**src/sv/size_class_pool_allocator_assert.svh**
```systemverilog
// assertion macros shared by the pool allocator modules
`ifndef SIZE_CLASS_POOL_ALLOCATOR_ASSERT_SVH
`define SIZE_CLASS_POOL_ALLOCATOR_ASSERT_SVH

// condition holds at every edge out of reset
`define SCPA_ASSERT_ALWAYS(label, clk, rstn, cond, msg) \
    label: assert property (@(posedge clk) disable iff (!(rstn)) (cond)) else $error(msg);

// consequent holds in the same cycle as the antecedent
`define SCPA_ASSERT_IMPLIES(label, clk, rstn, ante, cons, msg) \
    label: assert property (@(posedge clk) disable iff (!(rstn)) (ante) |-> (cons)) \
        else $error(msg);

// consequent holds in the cycle after the antecedent
`define SCPA_ASSERT_NEXT(label, clk, rstn, ante, cons, msg) \
    label: assert property (@(posedge clk) disable iff (!(rstn)) (ante) |=> (cons)) \
        else $error(msg);

`endif

```
**src/sv/scpa_pkg.sv**
```systemverilog
// shared types, constants and helper functions of the size class pool allocator
package scpa_pkg;

    localparam int BASE_BLOCKS_DEF     = 4096;
    localparam int NUM_CLASSES_DEF     = 5;
    localparam int MIN_BLOCK_BYTES_DEF = 32;
    localparam int NUM_TAGS_DEF        = 16;

    localparam int SIZE_W    = 12;
    localparam int TAG_IN_W  = 4;
    localparam int IDX_OUT_W = 12;
    localparam int CLS_OUT_W = 3;
    localparam int LEFT_W    = 13;
    localparam int BYTE_W    = 20;
    localparam int STATUS_W  = 3;
    localparam int GRANT_W   = 32;

    typedef enum logic [STATUS_W-1:0] {
        STATUS_ALLOC     = 3'd0,
        STATUS_EXHAUSTED = 3'd1,
        STATUS_TOO_LARGE = 3'd2,
        STATUS_FREED     = 3'd3,
        STATUS_BAD_INDEX = 3'd4
    } status_t;

    typedef enum logic [1:0] {
        CTRL_CLEAR,
        CTRL_IDLE,
        CTRL_EXEC,
        CTRL_POP
    } ctrl_state_t;

    typedef struct packed {
        logic clear_step;
        logic load;
        logic read_link;
        logic finish;
    } dp_cmd_t;

    typedef struct packed {
        logic clear_last;
        logic need_pop;
        logic out_free;
    } dp_status_t;

    function automatic int class_count(input int base_blocks, input int cls);
        return base_blocks >> cls;
    endfunction

    function automatic int class_base(input int base_blocks, input int cls);
        int off;
        off = 0;
        for (int k = 0; k < cls; k++) begin
            off += base_blocks >> k;
        end
        return off;
    endfunction

    function automatic int link_depth(input int base_blocks, input int num_classes);
        return class_base(base_blocks, num_classes);
    endfunction

endpackage

```
**src/sv/scpa_ctrl.sv**
```systemverilog
// controller state machine: link clearing pass, request sequencing and result hand-off
`include "size_class_pool_allocator_assert.svh"

module scpa_ctrl (
    input  logic                 aclk,
    input  logic                 aresetn,
    input  logic                 s_valid,
    output logic                 s_ready,
    input  scpa_pkg::dp_status_t sts,
    output scpa_pkg::dp_cmd_t    cmd
);

    scpa_pkg::ctrl_state_t state_reg;
    scpa_pkg::ctrl_state_t state_next;

    always_ff @(posedge aclk) begin
        if (!aresetn) begin
            state_reg <= scpa_pkg::CTRL_CLEAR;
        end else begin
            state_reg <= state_next;
        end
    end

    always_comb begin
        state_next = state_reg;
        cmd        = '0;
        s_ready    = 1'b0;
        case (state_reg)
            scpa_pkg::CTRL_CLEAR: begin
                cmd.clear_step = 1'b1;
                if (sts.clear_last) begin
                    state_next = scpa_pkg::CTRL_IDLE;
                end
            end
            scpa_pkg::CTRL_IDLE: begin
                s_ready = 1'b1;
                if (s_valid) begin
                    cmd.load   = 1'b1;
                    state_next = scpa_pkg::CTRL_EXEC;
                end
            end
            scpa_pkg::CTRL_EXEC: begin
                // a granted pop needs the head's link out of the memory first
                if (sts.need_pop) begin
                    cmd.read_link = 1'b1;
                    state_next    = scpa_pkg::CTRL_POP;
                end else if (sts.out_free) begin
                    cmd.finish = 1'b1;
                    state_next = scpa_pkg::CTRL_IDLE;
                end
            end
            scpa_pkg::CTRL_POP: begin
                if (sts.out_free) begin
                    cmd.finish = 1'b1;
                    state_next = scpa_pkg::CTRL_IDLE;
                end
            end
            default: begin
                state_next = scpa_pkg::CTRL_CLEAR;
            end
        endcase
    end

    `SCPA_ASSERT_NEXT(a_clear_once, aclk, aresetn, state_reg != scpa_pkg::CTRL_CLEAR, state_reg != scpa_pkg::CTRL_CLEAR, "clearing pass entered again after it finished")
    `SCPA_ASSERT_IMPLIES(a_pop_after_exec, aclk, aresetn, state_reg == scpa_pkg::CTRL_POP, $past(state_reg) == scpa_pkg::CTRL_EXEC || $past(state_reg) == scpa_pkg::CTRL_POP, "pop state reached without a link read")

endmodule

```
**config.mk**
```make
export PLATFORM = sky130hd
export DESIGN_NAME = scpa_ctrl
export DESIGN_NICKNAME = d
export VERILOG_FILES = /design/src/sv/scpa_pkg.sv /design/src/sv/scpa_ctrl.sv
export VERILOG_INCLUDE_DIRS = /design/src /design/src/sv
export SDC_FILE = /design/constraint.sdc
export NUM_CORES = 1
export LEC_CHECK = 0
export BUFFER_PORTS_ARGS = -buffer_cell sky130_fd_sc_hd__buf_4
export CAP_MARGIN = 20
export CORE_AREA = 2 2 39 41
export DETAILED_ROUTE_END_ITERATION = 6
export DIE_AREA = 0 0 41 43
export SKIP_CTS_REPAIR_TIMING = 1
export SYNTH_ARGS = -nofsm -noshare
export SYNTH_HDL_FRONTEND = slang
export SYNTH_SLANG_ARGS = --single-unit
```
**constraint.sdc**
```tcl
create_clock -name aclk -period 1.01 [get_ports aclk]
set_clock_uncertainty 0.15 [all_clocks]
set_input_delay 0.202 -clock aclk [delete_from_list [all_inputs] [get_ports aclk]]
set_output_delay 0.202 -clock aclk [all_outputs]
set_load 0.1 [all_outputs]
```
== After elaboration in Yosys (flattened, before gate mapping) ==
Cells that the tools add are included.
Word-level totals
  output and inout port bits: 5
  logic and storage cells: 22
  bits of input ports: 6
  bits in registers: 2
Cells by class
  equality and inequality tests: 5
  multiplexer cells: 14
  reductions and logical operators: 2
Operators with widths (number)
  $mux 1: 8
  $mux 2: 4
  $pmux 2 s4: 1
  $eq 2x2->1 const B: 2
  $ne 2x2->1 const B: 2
  $eq 2x1->1 const B: 1
  $logic_not 2->1: 1
  $pmux 1 s2: 1
  $reduce_and 2->1: 1

== Logic depth before layout (Yosys ltp) ==
Gate-level depths: netlist (run 1).
  depth after elaboration: 3
  depth in mapped cells: 2
  mapped depth without buffers: 2

== Worst setup path before layout (run 1) ==
OpenSTA, ideal clock, no wires.
  path kind: reg2out
  start: register state_reg[0]
  end: output cmd[1] (netlist bit)
  setup slack: -1.094 ns
  path buffers: 0
  required time: 0.658 ns
  arrival: 1.752 ns
  cell stages (with the launch flop): 3
  cell sequence: dfxtp_1 -> nand2b_1 -> nor2_1
RTL lines
  start, declared: line scpa_ctrl.sv:13  | scpa_pkg::ctrl_state_t state_reg;
  start signal, assigned: line scpa_ctrl.sv:18  | state_reg <= scpa_pkg::CTRL_CLEAR;
  start signal, assigned: line scpa_ctrl.sv:20  | state_reg <= state_next;
  end, declared: line scpa_ctrl.sv:10  | output scpa_pkg::dp_cmd_t cmd

==> metrics, run 1 <==
outcome=complete, but fails checks; violated checks=negative setup slack; die area=1763 um^2; total routed wirelength=553 um; ANT cells=0; flop2flop setup slack=-0.08 ns; Syn Std Cell Area=120.1 um^2; Syn-to-layout area delta=249.0%; fill count=141; pwr dens=1416 nW/um^2; hold_sp=sts[0]; syn nets=21; reg2reg path depth=2; Final Hold Viols=0; H-tree levels=1; Worst path slowest cell=dfxtp_4; Final Total Pwr=0.0005934 W; TritonCTS Buffers=3; clk sinks=2; clk buf depth=2; Reg clk slew, reported paths=0.03 ns; Multi-input gate area=137.6 um^2; CP Launch Type=flop; aggregate global routing overflow=0; Worst Hold Class=input port to flop; Std-Cell Rows=14; fin crit period=1.443 ns; fmax=693.0 MHz; hold path endpoint=state_reg[1]; initial antenna violation count=0; metal2 WL=371 um; hold depth=3; Seq cells post-synth=2; DR iter-0 viols=1; RSZ-0062 raised after global routing=true; endpoints failing setup=6; DRC=0; setup slack after layout=-0.4330 ns; reg-to-reg critical path startpoint=state_reg[1]; dpl ws=-0.2728 ns; Final ANT Viol Nets=0; cells after synthesis=15; slew of the pin with the lowest slew margin=0.2870 ns; GPL Wtd Cong=0.5997; area of the core=1384 um^2; buffers added on ports=10; Syn Area/Cell=8.008 um^2; Worst path max stage delay=0.35 ns; GRT Total Usage=4.800%; Max Slew Vio Count=0; wl on met1=162 um; layout cells sized above 1=88.24%; global-route wire length before repair=517 um; Via Count=194; Slew headroom=80.78%; dpl cell area=292.8 um^2; hpwl dp=337.1 um; crit-path cells=and3b_4 -> buf_12; largest net degree at the start of global routing=7; reg-to-reg endpoint=state_reg[0]; TritonCTS clock tree=done; max reg flops=2; Critical Path RT=0.66 ns; drt pass-1 iters=2; Peak VDD IR=0.3434 mV; Die Wd=41 um; TNS Setup=-1.983 ns; Worst setup EP type=output pin; Clock Tree Root=clkbuf_4; Reg area=45.04 um^2; Highest Signal Layer=met3; CP arrival=1.09 ns; Layout Nets=42; metal3 WL=19 um; vias in the first global route=149; kind of critical path=flop to output pin; maxcap violations=0; design area=419.2 um^2; post-synthesis cell type count=12; Final Cycle Share=142.9%; initial core utilization=8.680%; I/O pin cnt=11; Die H=43 um; register area share after synthesis=33.33%; average wire per standard cell=11.06 um; DR vias/cell=3.880; Clock Latency Late Sink=0.22 ns; P_leak=0.1745 nW; CP Max Fanout=6; Ys Warns=0
-- metrics by stage --
step / hold slack (ns) / instances / utilization (%)
global route: 0.1547 / 50 / 30.29
global placement: 0.3131 / 47 / 21.16
finish: 0.1546 / 50 / 30.29
floorplan: 0.1566 / 15 / -
detailed placement: 0.3151 / 47 / 21.16
CTS: 0.07321 / 50 / 22.78
-- worst max-delay path, delay by kind of cell, from the launching register on --
family / cells / cell delay (ns)
flip-flops: 1 / 0.35
AND/OR/NAND/NOR: 1 / 0.34
buffers and inverters: 1 / 0.18
-- synth_stat cells --
cell type / count / share of area [%]
nor4b_1: 1 / 7.3
a311oi_1: 1 / 7.3
nor2_1: 2 / 6.3
nor3_1: 1 / 4.2
and3b_1: 1 / 7.3
and2b_2: 1 / 7.3
nand2b_1: 1 / 5.2
dfxtp_1: 2 / 33
and3_2: 1 / 6.3
inv_1: 2 / 6.3
nor4_1: 1 / 5.2
a21oi_1: 1 / 4.2
-- metal layers --
| metal | track usage [%] | up-vias |
|---|---|---|
| met4 | 4.000 | 0 |
| met5 | 0 | - |
| met2 | 8.125 | 5 |
| li1 | - | 95 |
| met1 | 3.175 | 94 |
| met3 | 3.141 | 0 |
-- layout make-up --
cell class                      count  share of cell area, %
Sequential cell                     2                  10.75
Timing Repair Buffer               16                  44.48
Inverter                            2                  1.791
Multi-Input combinational cell     11                  32.84
Clock buffer                        3                  5.373
Tap cell                           16                  4.776
-- where the power goes --
group,internal [W],switching [W]
Clock,0.000131,0.0000433
Sequential,0.0000880,0.00000888
Combinational,0.000136,0.000186
Total,0.000355,0.000238
-- how the worst max path moves through the flow --
stage / depth (start not counted) / end / from
floorplan: 2 / cmd[1] / state_reg[0]
global placement: 3 / cmd[0] / state_reg[0]
detailed placement: 3 / cmd[0] / state_reg[0]
CTS: 3 / cmd[0] / state_reg[0]
global route: 2 / cmd[2] / state_reg[1]
finish: 2 / cmd[2] / state_reg[1]
-- cell families after synthesis --
family	after synthesis	share of synthesized area, %
AND/OR/NAND/NOR	9	48.97
flip-flops	2	33.33
AO/OA/AOI/OAI	2	11.46
buffers and inverters	2	6.252
-- cell usage in the layout (no fill, tap or decap), drive strengths merged --
master and count:
a311oi 1, dfxtp 2, clkbuf 3, nor3 1, nor4 1, inv 2, and2b 1, and3b 1
nor2 2, a21oi 1, nor4b 1, and3 1, nand2b 1, buf 16
Note: power is estimated with default switching activity, not from simulation.
==> inputs of run 2 (changes only) <==
REMOVE_ABC_BUFFERS = 1   (was default)
==> metrics, run 2 (same netlist as run 1, synthesis figures left out) <==
clk buf depth=2 (unchanged); Std-Cell Rows=14 (unchanged); outcome=complete, but fails checks; endpoints failing setup=7 (+1); drt pass-1 iters=4 (+2); Worst Hold Class=input port to flop; DRC=0 (unchanged); GPL Wtd Cong=0.6836 (+14%); global-route wire length before repair=600 um (+16%); TritonCTS Buffers=3 (unchanged); Worst path slowest cell=dfxtp_4; max reg flops=2 (unchanged); design area=391.6 um^2 (-6.6%); ANT cells=0 (unchanged); fin crit period=1.416 ns (-0.02753 ns); placed insts=44 (-6.4%); CP Launch Type=flop; TritonCTS clock tree=done; Peak VDD IR=0.2749 mV (-20%); clk sinks=2 (unchanged); fill count=156 (+11%); violated checks=negative setup slack; CP arrival=1.06 ns (-0.03 ns); average wire per standard cell=9.627 um (-13%); fmax=706.5 MHz (+1.9%); commonest non-fill, non-tap cell in the layout=buf_4; area of the core=1384 um^2 (unchanged); final core occ=28.30% (-2.0 points); Die Wd=41 um (unchanged); maxcap violations=0 (unchanged); Slew headroom=83.81% (+3.0 points); vias in the first global route=169 (+13%); Worst setup EP type=output pin; kind of critical path=flop to output pin; GRT Total Usage=5.611% (+0.81 points); CP Max Fanout=4 (-2); hold_sp=aresetn; crit-path cells=nand2b_4 -> and3_4 -> buf_12; Final Hold Viols=0 (unchanged); I/O pin cnt=11 (unchanged); Via Count=195 (+0.52%); worst setup path startpoint=state_reg[0]; Layout Nets=43 (+2.4%); pwr dens=1482 nW/um^2 (+4.7%); Max Slew Vio Count=0 (unchanged); TNS Setup=-2.055 ns (-0.07199 ns); initial core utilization=8.680% (unchanged); Final ANT Viol Nets=0 (unchanged); Reg clk slew, reported paths=0.03 ns (about the same); total routed wirelength=491 um (-11%); setup slack after layout=-0.4055 ns (+0.02753 ns); DR vias/cell=3.824 (-1.5%); Syn-to-layout area delta=226.0%; buffers added on ports=10 (unchanged); layout cells sized above 1=82.86% (-5.4 points); reg-to-reg critical path startpoint=state_reg[0]; DR iter-0 viols=2 (+1); Critical Path RT=0.66 ns (about the same); highest-count cells in the layout ignoring fill and taps=11 x buf_4, 5 x buf_12, 3 x clkbuf_4, 2 x inv_1, 2 x dfxtp_4; dpl cell area=237.7 um^2 (-19%); die area=1763 um^2 (unchanged); dpl ws=-0.3182 ns (-0.04541 ns); Final Cycle Share=140.1% (-2.7 points); aggregate global routing overflow=0 (unchanged); H-tree levels=1 (unchanged); P_leak=0.1754 nW (+0.53%); largest net degree at the start of global routing=10 (+3); Worst path max stage delay=0.35 ns (about the same); final non-filler cell total=51 (+2.0%); initial antenna violation count=0 (unchanged); Clock Latency Late Sink=0.23 ns (about the same); RSZ-0062 raised after global routing=true; slew of the pin with the lowest slew margin=0.2395 ns (-0.04754 ns); Die H=43 um (unchanged); Clock Tree Root=clkbuf_4
## run 2: worst paths after layout
check | to | slack, ns | depth (start not counted)
max | cmd[0] | -0.41 | 3
min | state_reg[1] | 0.09 | 3
max reg2reg | state_reg[1] | -0.11 | 3
min reg2reg | state_reg[1] | 0.46 | 2
## run 2: layout make-up
type | instances | area (um^2) | share of cell area (%)
tap | 16 | 20.02 | 5.112
multi-input combinational | 11 | 100.1 | 25.56
clock buffer | 3 | 22.52 | 5.751
timing repair buffer | 17 | 193.9 | 49.52
inverter | 2 | 7.507 | 1.917
sequential | 2 | 47.55 | 12.14
## run 2: routing by layer
metal,track usage (%),routed length [um],up-vias
met5,0,0,-
met3,1.571,3,0
met2,9.688,336,2
met4,8.000,0,0
met1,3.195,151,98
li1,-,-,95
## run 2: power breakdown
| group | leakage, nW | internal [W] | switching [W] |
|---|---|---|---|
| clock | 0.0138 | 0.000132 | 0.0000510 |
| sequential | 0.0178 | 0.0000875 | 0.0000107 |
| combinational | 0.144 | 0.000130 | 0.000170 |
## run 2: critical path: cells and delay by family, from the launching register on
family                 cells  cell delay [ns]
flip-flops                 1             0.35
AND/OR/NAND/NOR            2             0.32
buffers and inverters      1             0.17
## run 2: metrics by stage
stage	hold slack, ns	total power (W)
CTS	0.08418	0.0004962
detailed placement	0.3233	0.0003061
global placement	0.3310	0.0003045
global route	0.08993	0.0006156
floorplan	0.1641	0.0002460
finish	0.09024	0.0005805
==> inputs of run 3 (changes only) <==
BUFFER_PORTS_ARGS = default   (was -buffer_cell sky130_fd_sc_hd__buf_4)
DONT_BUFFER_PORTS = 1   (was default)
GPL_TIMING_DRIVEN = 0   (was default)
==> metrics, run 3 (same netlist as run 1, synthesis figures left out) <==
GPL Wtd Cong=0.5490 (-20%); Multi-input gate area=101.3 um^2 (+1.2%); hold path endpoint=state_reg[1]; Final ANT Viol Nets=0 (unchanged); Die Wd=41 um (unchanged); Reg clk slew, reported paths=0.03 ns (about the same); outcome=complete, but fails checks; final core occ=16.91% (-11 points); Final Cycle Share=157.3% (+17 points); ANT cells=0 (unchanged); initial core utilization=8.680% (unchanged); die area=1763 um^2 (unchanged); DR iter-0 viols=2 (unchanged); Slew headroom=59.38% (-24 points); layout cells sized above 1=59.09% (-24 points); area of the core=1384 um^2 (unchanged); fin crit period=1.589 ns (+0.1733 ns); Via Count=144 (-26%); kind of critical path=flop to output pin; buffers added on ports=0 (-10); RSZ-0062 raised after global routing=true; Critical Path RT=0.66 ns (about the same); Peak VDD IR=0.3630 mV (+32%); reg-to-reg endpoint=state_reg[0]; DR vias/cell=3.789 (-0.89%); Clock Tree Root=clkbuf_4; Final Hold Viols=0 (unchanged); flop2flop setup slack=-0.39 ns (-0.28 ns); clk buf depth=2 (unchanged); P_leak=0.08792 nW (-50%); CP Max Fanout=6 (+2); reg-to-reg critical path startpoint=state_reg[1]; max reg flops=2 (unchanged); endpoints failing setup=7 (unchanged); maxcap violations=0 (unchanged); Worst setup EP type=output pin; largest net degree at the start of global routing=10 (unchanged); Reg area=47.55 um^2 (unchanged); setup slack after layout=-0.5788 ns (-0.1733 ns); Std-Cell Rows=14 (unchanged); Die H=43 um (unchanged); CP arrival=1.24 ns (+0.18 ns); CP Launch Type=flop; fill count=166 (+6.4%); Max Slew Vio Count=0 (unchanged); Worst Hold Class=input port to flop; violated checks=negative setup slack; fmax=629.4 MHz (-11%); vias in the first global route=119 (-30%); initial antenna violation count=0 (unchanged); TritonCTS Buffers=3 (unchanged); total routed wirelength=387 um (-21%); Layout Nets=30 (-30%); drt pass-1 iters=3 (-1); slew of the pin with the lowest slew margin=0.6079 ns (+0.3684 ns); aggregate global routing overflow=0 (unchanged); pwr dens=2021 nW/um^2 (+36%); TNS Setup=-2.991 ns (-0.9360 ns); reg2reg path depth=2 (-1); hold_sp=s_valid; hold depth=2 (-1); average wire per standard cell=10.18 um (+5.8%); GRT Total Usage=5.305% (-0.31 points); TritonCTS clock tree=done; Clock Latency Late Sink=0.23 ns (about the same); Syn-to-layout area delta=94.79%; DRC=0 (unchanged); clk sinks=2 (unchanged); commonest non-fill, non-tap cell in the layout=clkbuf_4; I/O pin cnt=11 (unchanged); global-route wire length before repair=579 um (-3.5%); H-tree levels=1 (unchanged)
run 3: power breakdown:
part	switching [W]	internal, W	total (W)
Combinational	0.000145	0.0000456	0.000190
Sequential	0.0000145	0.0000876	0.000102
Clock	0.0000491	0.000132	0.000181
run 3: worst max path at each step:
stage / start / endpoint / slack (ns) / cells past startpoint
floorplan: state_reg[0] / cmd[1] / -1.09 / 2
global placement: state_reg[0] / cmd[1] / -1.19 / 2
detailed placement: state_reg[0] / cmd[1] / -0.73 / 2
CTS: state_reg[0] / cmd[1] / -0.97 / 2
global route: state_reg[0] / cmd[1] / -0.62 / 2
finish: state_reg[0] / cmd[1] / -0.58 / 2
run 3: metrics by stage:
step | cell area, um^2 | total power, W | setup slack [ns] | hold WS (ns) | std cells
finish | 234.0 | 0.0004729 | -0.5788 | 0.04766 | 38
global route | 234.0 | 0.0005094 | -0.6200 | 0.05114 | 38
CTS | 167.7 | 0.0004423 | -0.9741 | -0.06611 | 34
detailed placement | 145.1 | 0.0002596 | -0.7346 | 0.1708 | 31
global placement | 140.1 | 0.0002547 | -1.186 | 0.1726 | 31
floorplan | 120.1 | 0.0002460 | -1.094 | 0.1641 | 15
run 3: cell type report:
cell class,instances,share of cell area [%]
tap,16,8.556
multi-input combinational,11,43.32
timing repair buffer,4,14.97
sequential,2,20.32
clock buffer,3,9.626
inverter,2,3.209
run 3: worst max-delay path, stage by stage (launching register included):
cell	delay, ns
dfxtp_4	0.35
nand2b_4	0.16
nor2_4	0.50
run 3: metal layers:
| layer | track usage [%] | share of wire, % | vias up |
|---|---|---|---|
| met5 | 0 | 0 | - |
| met4 | 4.000 | 0 | 0 |
| met3 | 3.141 | 4.1 | 0 |
| met2 | 7.813 | 67 | 4 |
| met1 | 5.096 | 28 | 70 |
| li1 | - | - | 70 |
